File: src/hdl/sps_pkg.sv
// Shared types and codes for the slotted page slot allocator.
// No dependencies; imported by every module of the block.
package sps_pkg;

	localparam int SIZE_W       = 14;
	localparam int PREFIX_BYTES = 2;

	localparam logic [2:0] OP_INIT        = 3'd0;
	localparam logic [2:0] OP_APPEND      = 3'd1;
	localparam logic [2:0] OP_INSERT_AT   = 3'd2;
	localparam logic [2:0] OP_SHIFT_LEFT  = 3'd3;
	localparam logic [2:0] OP_SHIFT_RIGHT = 3'd4;
	localparam logic [2:0] OP_REMOVE      = 3'd5;
	localparam logic [2:0] OP_LOOKUP      = 3'd6;

	localparam logic [1:0] STAT_OK       = 2'd0;
	localparam logic [1:0] STAT_BAD_IDX  = 2'd1;
	localparam logic [1:0] STAT_NO_SPACE = 2'd2;

	localparam logic KIND_MOVE = 1'b0;
	localparam logic KIND_DONE = 1'b1;

	localparam logic [1:0] REG_FIXED_SIZE = 2'd0;
	localparam logic [1:0] REG_EXTRA_HDR  = 2'd1;

	typedef logic [2:0] cell_cmd_t;
	localparam cell_cmd_t CELL_HOLD  = 3'd0;
	localparam cell_cmd_t CELL_NEW   = 3'd1;
	localparam cell_cmd_t CELL_LEFT  = 3'd2;
	localparam cell_cmd_t CELL_RIGHT = 3'd3;
	localparam cell_cmd_t CELL_MOVE  = 3'd4;
	localparam cell_cmd_t CELL_CLRD  = 3'd5;

	typedef struct packed {
		logic [2:0]  operation;
		logic [5:0]  slot_index;
		logic [5:0]  end_index;
		logic [12:0] cell_bytes;
	} sps_in_t;

	typedef struct packed {
		logic        kind;
		logic [11:0] move_source;
		logic [11:0] move_dest;
		logic [12:0] move_length;
		logic [5:0]  result_slot;
		logic [11:0] data_offset;
		logic [5:0]  count_now;
		logic [1:0]  status;
		logic        last;
	} sps_out_t;

endpackage

File: src/hdl/slotted_page_slot_allocator.sv
// Top level of the slotted page slot allocator: control FSM and cell row.
// Depends on sps_pkg and sps_cell.
//
//  channel | signals                   | dir | moves
//  --------+---------------------------+-----+--------------------------------
//  req     | req_valid req_ready req   | in  | one operation per transfer
//  rsp     | rsp_valid rsp_ready rsp   | out | move commands, then a completion
//  cfg     | cfg_we cfg_index cfg_data | in  | register write, no handshake
//
// One operation at a time. Remove_range shifts the row down in S_REMOVE, once
// per removed slot. Compaction repeats a serial scan for the highest unvisited
// offset over the one read port of the row and emits one move per cell.
// Reset clears count, data top and marks; slot contents stay undefined.
// Output stalls hold the FSM where it loads a response; req_ready is high only in idle.
module slotted_page_slot_allocator import sps_pkg::*; #(
	parameter int PAGE_BYTES   = 4096,
	parameter int MAX_CELLS    = 32,
	parameter int HEADER_BYTES = 4
) (
	input  logic        clk,
	input  logic        arst_n,
	input  logic        req_valid,
	output logic        req_ready,
	input  sps_in_t     req,
	output logic        rsp_valid,
	input  logic        rsp_ready,
	output sps_out_t    rsp,
	input  logic        cfg_we,
	input  logic [1:0]  cfg_index,
	input  logic [12:0] cfg_data
);

	localparam int OFFW = $clog2(PAGE_BYTES + 1);
	localparam int CW   = $clog2(MAX_CELLS + 1);
	localparam int CIW  = (MAX_CELLS > 1) ? $clog2(MAX_CELLS) : 1;
	localparam int SUMW = ((OFFW > SIZE_W) ? OFFW : SIZE_W) + 3;

	localparam logic [2:0] S_IDLE   = 3'd0;
	localparam logic [2:0] S_EXEC   = 3'd1;
	localparam logic [2:0] S_REMOVE = 3'd2;
	localparam logic [2:0] S_SCAN   = 3'd3;
	localparam logic [2:0] S_EMIT   = 3'd4;

	logic [2:0]        state_q;
	sps_in_t           req_q;
	logic [CW-1:0]     count_q;
	logic [OFFW-1:0]   top_q;      // data top
	logic [OFFW-1:0]   ctop_q;     // running top during compaction
	logic              compacted_q;
	logic [CW-1:0]     scan_q;
	logic [CW-1:0]     rounds_q;
	logic [CW-1:0]     rem_q;
	logic              found_q;
	logic [CIW-1:0]    best_q;
	logic [OFFW-1:0]   best_off_q;
	logic [SIZE_W-1:0] best_size_q;
	logic              rsp_valid_q;
	sps_out_t          rsp_q;
	sps_out_t          rsp_d;
	logic              rsp_fire;
	logic [12:0]       fixed_q;
	logic [8:0]        extra_q;

	// cell row
	logic [OFFW-1:0]   c_off  [MAX_CELLS];
	logic [SIZE_W-1:0] c_size [MAX_CELLS];
	logic              c_done [MAX_CELLS];
	cell_cmd_t         c_cmd  [MAX_CELLS];
	logic [OFFW-1:0]   cell_new_off;

	// decode of the held operation
	logic [2:0]        op;
	logic [5:0]        idx;
	logic [5:0]        cnt6;
	logic              is_ins;
	logic              bad_ins;
	logic              ow;
	logic              rm_ok;
	logic              cmp_go;
	logic [SIZE_W-1:0] prefix;
	logic [SIZE_W-1:0] asize;
	logic [SUMW-1:0]   need;
	logic              fits;
	logic              commit;
	logic [OFFW-1:0]   new_top;
	logic [CIW-1:0]    rd_addr;
	logic [OFFW-1:0]   rd_off;
	logic [SIZE_W-1:0] rd_size;
	logic              rd_done;
	logic [SIZE_W-1:0] mv_len;
	logic [OFFW-1:0]   mv_top;
	logic [5:0]        rm_len;

	assign op     = req_q.operation;
	assign cnt6   = 6'(count_q);
	assign idx    = (op == OP_APPEND) ? cnt6 : req_q.slot_index;
	assign is_ins = (op == OP_APPEND) || (op == OP_INSERT_AT) ||
	                (op == OP_SHIFT_LEFT) || (op == OP_SHIFT_RIGHT);
	assign bad_ins = ((op == OP_APPEND) || (op == OP_INSERT_AT)) ?
	                 ((count_q >= CW'(MAX_CELLS)) || (idx > cnt6)) : (idx >= cnt6);
	assign ow     = !rsp_valid_q || rsp_ready;
	assign rm_len = req_q.end_index - req_q.slot_index;

	// valid range removal, and an insert that must compact first
	assign rm_ok  = (op == OP_REMOVE) && (req_q.slot_index <= req_q.end_index) &&
	                (req_q.end_index <= cnt6);
	assign cmp_go = is_ins && !bad_ins && !fits && !compacted_q;

	// length prefix only in variable size mode
	assign prefix = (fixed_q == 13'd0) ? SIZE_W'(PREFIX_BYTES) : '0;
	assign asize  = SIZE_W'(req_q.cell_bytes) + prefix;
	assign need   = SUMW'(HEADER_BYTES) + SUMW'(extra_q) +
	                (SUMW'(count_q) + SUMW'(1)) * SUMW'(PREFIX_BYTES) + SUMW'(asize);
	assign fits   = SUMW'(top_q) >= need;
	assign new_top = OFFW'(SUMW'(top_q) - SUMW'(asize));

	assign commit = (state_q == S_EXEC) && ow && is_ins && !bad_ins && fits;

	// single read port of the row: scan pointer or the lookup index
	assign rd_addr = (state_q == S_SCAN) ? scan_q[CIW-1:0] : idx[CIW-1:0];
	assign rd_off  = c_off[rd_addr];
	assign rd_size = c_size[rd_addr];
	assign rd_done = c_done[rd_addr];

	// compaction move: length and saturating new top
	assign mv_len = (fixed_q != 13'd0) ? SIZE_W'(fixed_q) : best_size_q;
	always_comb begin
		if (SUMW'(ctop_q) > SUMW'(mv_len)) begin
			mv_top = OFFW'(SUMW'(ctop_q) - SUMW'(mv_len));
		end else begin
			mv_top = '0;
		end
	end

	assign cell_new_off = (state_q == S_EMIT) ? mv_top : new_top;

	// per cell command
	always_comb begin
		for (int k = 0; k < MAX_CELLS; k++) begin
			c_cmd[k] = CELL_HOLD;
			if (commit) begin
				if (k == int'(idx)) begin
					c_cmd[k] = CELL_NEW;
				end else if ((op == OP_APPEND) || (op == OP_INSERT_AT)) begin
					if (k > int'(idx) && k <= int'(count_q)) c_cmd[k] = CELL_LEFT;
				end else if (op == OP_SHIFT_LEFT) begin
					if (k < int'(idx)) c_cmd[k] = CELL_RIGHT;
				end else begin
					if (k > int'(idx) && k < int'(count_q)) c_cmd[k] = CELL_LEFT;
				end
			end else if (state_q == S_REMOVE && rem_q != '0) begin
				if (k >= int'(req_q.slot_index)) c_cmd[k] = CELL_RIGHT;
			end else if (state_q == S_EMIT && ow) begin
				if (k == int'(best_q)) c_cmd[k] = CELL_MOVE;
			end else if (state_q == S_EXEC && cmp_go) begin
				c_cmd[k] = CELL_CLRD;
			end
		end
	end

	for (genvar g = 0; g < MAX_CELLS; g++) begin : g_cell
		logic [OFFW-1:0]   l_off;
		logic [SIZE_W-1:0] l_size;
		logic [OFFW-1:0]   r_off;
		logic [SIZE_W-1:0] r_size;
		if (g == 0) begin : g_first
			assign l_off  = '0;
			assign l_size = '0;
		end else begin : g_mid_l
			assign l_off  = c_off[g-1];
			assign l_size = c_size[g-1];
		end
		if (g == MAX_CELLS - 1) begin : g_last
			assign r_off  = '0;
			assign r_size = '0;
		end else begin : g_mid_r
			assign r_off  = c_off[g+1];
			assign r_size = c_size[g+1];
		end
		sps_cell #(.OFFW(OFFW)) u_cell (
			.clk        (clk),
			.arst_n     (arst_n),
			.cmd        (c_cmd[g]),
			.new_off    (cell_new_off),
			.new_size   (asize),
			.left_off   (l_off),
			.left_size  (l_size),
			.right_off  (r_off),
			.right_size (r_size),
			.off        (c_off[g]),
			.size       (c_size[g]),
			.done       (c_done[g])
		);
	end

	// configuration registers
	always_ff @(posedge clk or negedge arst_n) begin
		if (!arst_n) begin
			fixed_q <= '0;
			extra_q <= '0;
		end else if (cfg_we) begin
			if (cfg_index == REG_FIXED_SIZE) fixed_q <= cfg_data;
			if (cfg_index == REG_EXTRA_HDR)  extra_q <= cfg_data[8:0];
		end
	end

	// next response word
	always_comb begin
		rsp_d.kind        = KIND_DONE;
		rsp_d.move_source = '0;
		rsp_d.move_dest   = '0;
		rsp_d.move_length = '0;
		rsp_d.result_slot = idx;
		rsp_d.data_offset = '0;
		rsp_d.count_now   = cnt6;
		rsp_d.status      = STAT_BAD_IDX;
		rsp_d.last        = 1'b1;
		priority case (state_q)
			S_EXEC: begin
				if (op == OP_INIT) begin
					rsp_d.result_slot = '0;
					rsp_d.count_now   = '0;
					rsp_d.status      = STAT_OK;
				end else if (op == OP_REMOVE) begin
					rsp_d.result_slot = req_q.slot_index;
				end else if (op == OP_LOOKUP) begin
					if (idx < cnt6) begin
						rsp_d.status      = STAT_OK;
						rsp_d.data_offset = 12'(SUMW'(rd_off) + SUMW'(prefix));
					end
				end else if (is_ins && !bad_ins) begin
					if (fits) begin
						rsp_d.status      = STAT_OK;
						rsp_d.data_offset = 12'(SUMW'(new_top) + SUMW'(prefix));
						if ((op == OP_APPEND) || (op == OP_INSERT_AT))
							rsp_d.count_now = 6'(count_q + CW'(1));
					end else begin
						rsp_d.status = STAT_NO_SPACE;
					end
				end
			end
			S_REMOVE: begin
				rsp_d.result_slot = req_q.slot_index;
				rsp_d.status      = STAT_OK;
				rsp_d.count_now   = cnt6 - rm_len;
			end
			S_EMIT: begin
				rsp_d.kind        = KIND_MOVE;
				rsp_d.move_source = 12'(best_off_q);
				rsp_d.move_dest   = 12'(mv_top);
				rsp_d.move_length = 13'(mv_len);
				rsp_d.result_slot = '0;
				rsp_d.status      = STAT_OK;
				rsp_d.last        = 1'b0;
			end
			default: rsp_d = rsp_q;
		endcase
	end

	// a new transfer is loaded into the output register
	always_comb begin
		unique case (state_q)
			S_EXEC:   rsp_fire = ow && !rm_ok && !cmp_go;
			S_REMOVE: rsp_fire = ow && (rem_q == '0);
			S_EMIT:   rsp_fire = ow;
			default:  rsp_fire = 1'b0;
		endcase
	end

	// payload of the held request and the response register
	always_ff @(posedge clk) begin
		if (state_q == S_IDLE && req_valid) req_q <= req;
		if (ow) rsp_q <= rsp_d;
	end

	// scan payload and remove counter
	always_ff @(posedge clk) begin
		if (state_q == S_SCAN && scan_q < count_q && !rd_done &&
		    (!found_q || rd_off > best_off_q)) begin
			best_q      <= scan_q[CIW-1:0];
			best_off_q  <= rd_off;
			best_size_q <= rd_size;
		end
		if (state_q == S_EXEC) rem_q <= CW'(rm_len);
		else if (state_q == S_REMOVE && rem_q != '0) rem_q <= rem_q - CW'(1);
	end

	// control FSM
	always_ff @(posedge clk or negedge arst_n) begin
		if (!arst_n) begin
			state_q     <= S_IDLE;
			count_q     <= '0;
			top_q       <= OFFW'(PAGE_BYTES);
			ctop_q      <= '0;
			compacted_q <= 1'b0;
			scan_q      <= '0;
			rounds_q    <= '0;
			found_q     <= 1'b0;
			rsp_valid_q <= 1'b0;
		end else begin
			if (rsp_fire) rsp_valid_q <= 1'b1;
			else if (rsp_ready) rsp_valid_q <= 1'b0;
			unique case (state_q)
				S_IDLE: begin
					if (req_valid) begin
						compacted_q <= 1'b0;
						state_q     <= S_EXEC;
					end
				end
				S_EXEC: begin
					if (rm_ok) begin
						state_q <= S_REMOVE;
					end else if (cmp_go) begin
						ctop_q   <= OFFW'(PAGE_BYTES);
						rounds_q <= '0;
						scan_q   <= '0;
						found_q  <= 1'b0;
						state_q  <= S_SCAN;
					end else if (ow) begin
						state_q <= S_IDLE;
						if (op == OP_INIT) begin
							count_q <= '0;
							top_q   <= OFFW'(PAGE_BYTES);
						end else if (commit) begin
							top_q <= new_top;
							if ((op == OP_APPEND) || (op == OP_INSERT_AT))
								count_q <= count_q + CW'(1);
						end
					end
				end
				S_REMOVE: begin
					if (rem_q == '0 && ow) begin
						count_q <= count_q - CW'(rm_len);
						state_q <= S_IDLE;
					end
				end
				S_SCAN: begin
					if (scan_q < count_q) begin
						if (!rd_done && (!found_q || rd_off > best_off_q))
							found_q <= 1'b1;
						scan_q <= scan_q + CW'(1);
					end else if (found_q) begin
						state_q <= S_EMIT;
					end else begin
						top_q       <= ctop_q;
						compacted_q <= 1'b1;
						state_q     <= S_EXEC;
					end
				end
				S_EMIT: begin
					if (ow) begin
						ctop_q   <= mv_top;
						rounds_q <= rounds_q + CW'(1);
						found_q  <= 1'b0;
						scan_q   <= '0;
						if (rounds_q + CW'(1) == count_q) begin
							top_q       <= mv_top;
							compacted_q <= 1'b1;
							state_q     <= S_EXEC;
						end else begin
							state_q <= S_SCAN;
						end
					end
				end
				default: state_q <= S_IDLE;
			endcase
		end
	end

	assign req_ready = (state_q == S_IDLE);
	assign rsp_valid = rsp_valid_q;
	assign rsp       = rsp_q;

endmodule

File: src/hdl/sps_cell.sv
// One slot of the directory: cell offset, size and compaction mark.
// Depends on sps_pkg; a row of these forms the slot table.
module sps_cell import sps_pkg::*; #(
	parameter int OFFW = 13
) (
	input  logic              clk,
	input  logic              arst_n,
	input  cell_cmd_t         cmd,
	input  logic [OFFW-1:0]   new_off,
	input  logic [SIZE_W-1:0] new_size,
	input  logic [OFFW-1:0]   left_off,
	input  logic [SIZE_W-1:0] left_size,
	input  logic [OFFW-1:0]   right_off,
	input  logic [SIZE_W-1:0] right_size,
	output logic [OFFW-1:0]   off,
	output logic [SIZE_W-1:0] size,
	output logic              done
);

	logic [OFFW-1:0]   off_q;
	logic [SIZE_W-1:0] size_q;
	logic              done_q;

	// payload, no reset
	always_ff @(posedge clk) begin
		unique case (cmd)
			CELL_NEW: begin
				off_q  <= new_off;
				size_q <= new_size;
			end
			CELL_LEFT: begin
				off_q  <= left_off;
				size_q <= left_size;
			end
			CELL_RIGHT: begin
				off_q  <= right_off;
				size_q <= right_size;
			end
			CELL_MOVE: off_q <= new_off;
			default: ;
		endcase
	end

	always_ff @(posedge clk or negedge arst_n) begin
		if (!arst_n) begin
			done_q <= 1'b0;
		end else if (cmd == CELL_CLRD) begin
			done_q <= 1'b0;
		end else if (cmd == CELL_MOVE) begin
			done_q <= 1'b1;
		end
	end

	assign off  = off_q;
	assign size = size_q;
	assign done = done_q;

endmodule

File: config.mk
export PLATFORM = sky130hd
export DESIGN_NAME = slotted_page_slot_allocator
export DESIGN_NICKNAME = d
export VERILOG_FILES = /design/src/hdl/sps_pkg.sv /design/src/hdl/slotted_page_slot_allocator.sv /design/src/hdl/sps_cell.sv
export SDC_FILE = /design/constraint.sdc
export NUM_CORES = 2
export LEC_CHECK = 0
export BUFFER_PORTS_ARGS = -buffer_cell sky130_fd_sc_hd__buf_2
export CELL_PAD_IN_SITES_DETAIL_PLACEMENT = 1
export CELL_PAD_IN_SITES_GLOBAL_PLACEMENT = 1
export CORE_MARGIN = 2
export CORE_UTILIZATION = 26
export CTS_BUF_LIST = sky130_fd_sc_hd__clkbuf_8
export DETAILED_ROUTE_END_ITERATION = 8
export PLACE_DENSITY = 0.56
export SLEW_MARGIN = 20
export SYNTH_ARGS = -nofsm -noshare
export SYNTH_HDL_FRONTEND = slang
export SYNTH_SLANG_ARGS = --single-unit
File: constraint.sdc
create_clock -name clk -period 9.7 [get_ports clk]
set_input_delay 2.91 -clock clk [delete_from_list [all_inputs] [get_ports clk]]
set_output_delay 2.91 -clock clk [all_outputs]
set_load 0.05 [all_outputs]
==> impl_metrics.py <==
metrics = {
    "drt": {
        "routedWlPerCell_microns": 29.6,
        "finalWirelength_mm": 297,
        "drc": 0,
        "drt-initial-drc-count": 6083,
        "ant_nets": 0,
        "vias": 56900,
        "drtPass1Iterations": 6,
        "post_drt_via_cell_ratio": 5.67,
    },
    "clock_network": {
        "h-tree-depth": 4,
        "cts_tree": "done",
        "numClockSinks": 1098,
        "cts_made_buffers": 206,
        "cts_setup_buffers": 0,
        "clk_pin_slew_worst_paths_ps": 60,
        "clkLatencyLatePin_ps": 1040,
        "cts-resized-gates": 0,
        "cts_hold_buf": 0,
        "cts-root-buf": "clkbuf_8",
        "cts_buffer_depth": 3,
    },
    "power_and_ir_drop": {
        "seq_power_share_pct": 29.4,
        "pwr-share-comb_pct": 54.6,
        "p_clk_share_pct": 16.0,
        "powerDensity_nw_per_um2": 371,
        "irDropWorstVdd_mv": 0.318,
        "intPower_mw": 14.0,
        "power_leakage_nw": 27.8,
        "power.switching_mw": 14.1,
        "switching_share_pct": 50.1,
    },
    "flow_run": {
        "drv_cap": 0,
    },
    "timing": {
        "post-route-min-period_ps": 9000,
        "setup_viol": 0,
        "worst_pin_slew_ps": 1150,
        "fin_skew_ps": 70.0,
        "max_freq_mhz": 111,
        "finalSetupTns_ps": 0,
        "maxSlewViolCount": 0,
        "fin_hold_ws_ps": 498,
        "fin_crit_sh_pct": 92.8,
        "rsz0062_at_grt": "no",
        "finalHoldViolCount": 0,
        "timing.final.ws_setup_ps": 702,
        "max-slew-margin-rel_pct": 22.8,
    },
    "placement": {
        "place_congestion": 0.956,
        "dp_slack_ps": 794,
        "dp_hpwl_mm": 221,
        "numPortBuffers": 114,
    },
    "synth": {
        "ys.flop_type": "edfxtp_1",
        "yosysWarningCount": 0,
        "synth_top_area_share_pct": 44.7,
        "synth_area_sq_um": 66800,
        "ys_seq_elements": 1098,
        "yosysSeqAreaShare_pct": 48.6,
        "netlist_instances": 6456,
        "async_flop_share_pct": 9.47,
        "netlist_top_cells_area": "edfxtp_1 (45%), mux4_2 (6.4%), mux2i_1 (5.8%)",
        "synth-edff-count": 994,
        "yosys.cell_types.count": 110,
        "yosysTopAreaCell": "edfxtp_1",
        "syn_area_per_cell_sq_um": 10.3,
        "synth_fp_nets": 6627,
    },
    "floorplanning": {
        "die_h_microns": 511,
        "ios": 115,
        "fp.dieW_microns": 511,
        "die_area_sq_um": 261000,
        "placementRows": 186,
        "core_sq_um": 256000,
        "start_util_pct": 26.1,
    },
    "global_route": {
        "overflow": 0,
        "grt_pass1_vias": 57700,
        "antenna_found_initial": 15,
        "track_usage_pct": 22.2,
        "grt_max_degree": 60,
        "grt_pass1_wl_mm": 427,
    },
    "setup_path": {
        "max_stage_delay_ps": 900,
        "worstPathRequired_ps": 10550,
        "arrival_ps": 9850,
        "path_class": "reg -> reg",
        "path_common_cell": "o21ai_0",
        "critPathCaptureType": "flip-flop",
        "critPathMaxFanout": 30,
        "startpoint_type": "flip-flop",
        "cp_slowest_cell": "nor2b_1",
    },
    "layout": {
        "layout-drive-gt1-share_pct": 15.4,
        "syn_to_final_growth_pct": 13.6,
        "multi_input_area_sq_um": 32200,
        "final-seq-area_sq_um": 32500,
        "n_fill_cell": 28800,
        "layout.nets": 6671,
    },
    "worst_hold_path": {
        "hold_class": "reg -> reg",
    },
    "status": {
        "status": "completed",
    },
}
## placed cells by master, fill, tap and decap left out, types with 177 or more instances in the layout
master | netlist | routed
edfxtp_1 | 994 | 994
mux4_2 | 189 | 189
o21ai_0 | 671 | 655
a22oi_1 | 215 | 213
mux2i_1 | 386 | 386
inv_1 | 111 | 177
clkbuf_8 | 0 | 220
nor2_1 | 549 | 538
a21oi_1 | 371 | 352
nand2_1 | 908 | 908
buf_4 | 35 | 245
## critical path, delay by kind of cell, from the launching register on
kind | cells | cell delay (ps)
muxes | 1 | 240
buffers and inverters | 7 | 1830
adders and majority gates | 6 | 2040
DFF | 1 | 390
xor gates and xnor gates | 1 | 190
and+or+nand+nor | 8 | 2380
AOI/OAI and AO/OA | 10 | 1690
## flip-flops by register name, summed over array words and instances, names as in the netlist, 5 cells and up
signal              flops
cnt6                    6
scan_q                  6
extra_q                 9
best_off_q             13
top_q                  13
req_q                  25
rsp                    64
g_cell.u_cell.done     32
rem_q                   6
g_cell.u_cell.size    448
best_q                  5
g_cell.u_cell.off     416
rounds_q                6
ctop_q                 13
best_size_q            14
fixed_q                13
## cell families after synthesis
| kind of cell | after synthesis | share of synthesized area (%) |
|---|---|---|
| simple gates | 1980 | 12.8 |
| compound gates | 1909 | 18.1 |
| flops | 1098 | 48.6 |
| buf+inv | 651 | 4.19 |
| mux | 612 | 12.8 |
| fa+ha+maj | 123 | 2.44 |
| xor+xnor | 83 | 1.09 |
## metrics by stage
step                std cells  area (sq um)  utilization (%)  total power, mW
floorplan                6456         66800                -             16.8
finish                  10100         75800             29.6             28.1
detailed placement       9674         71800             28.1             23.4
CTS                     10000         75800             29.6             27.9
global placement         9674         71800             28.1             23.0
global route            10000         75800             29.6             29.4
## layer usage
layer  global-route usage (%)  vias up  part of all wire, %
met3                     3.48      545                  6.9
met5                        0        -               0.0044
li1                         -    24600                    -
met2                     36.3     2482                   47
met1                     29.2    29300                   42
met4                     8.73        2                  4.1
## synthesized netlist by cell type (61+ instances only)
library cell,n
buf_2,144
inv_1,111
a31oi_1,110
ha_1,111
mux4_2,189
a32oi_1,68
a221o_1,98
a22oi_1,215
dfrtp_1,103
o22ai_1,61
nand3_1,168
o21ai_0,671
nand2_1,908
mux2i_1,386
clkbuf_1,309
nor3_1,117
edfxtp_1,994
nor2_1,549
a21oi_1,371
## area by class of cell
| class | count | share of cell area (%) |
|---|---|---|
| diodes | 6 | 0.0198 |
| clock buffers | 220 | 3.99 |
| flip-flops and latches | 1098 | 42.8 |
| well taps | 3384 | 5.58 |
| multi-input cells | 4707 | 42.5 |
| inverters | 123 | 0.612 |
| repair buffers | 364 | 3.34 |
| clock inverters | 149 | 1.15 |
## path summary, 6_finish.rpt
path,slack [ps],start,cells past startpoint,endpoint
max,700,fixed_q[0]$_DFFE_PN0P_,33,g_cell[6].u_cell.off[11]$_DFFE_PP_
min,500,g_cell[9].u_cell.done$_DFFE_PN0P_,2,g_cell[9].u_cell.done$_DFFE_PN0P_
max reg2reg,700,fixed_q[0]$_DFFE_PN0P_,33,g_cell[6].u_cell.off[11]$_DFFE_PP_
min reg2reg,500,g_cell[9].u_cell.done$_DFFE_PN0P_,2,g_cell[9].u_cell.done$_DFFE_PN0P_
max in group asynchronous,6310,arst_n,2,g_cell[19].u_cell.done$_DFFE_PN0P_
min in group asynchronous,1940,arst_n,1,top_q[6]$_DFFE_PN0P_
## power groups by stage
stage               Sequential (mW)  Combinational, mW  Clock (mW)
finish                         8.27               15.4        4.52
global route                   8.37               16.3        4.77
CTS                            8.25               15.1        4.60
detailed placement             8.33               15.0           0
global placement               8.28               14.7           0
floorplan                      8.13               8.67           0
No activity file was read; power rests on OpenSTA's default activity.
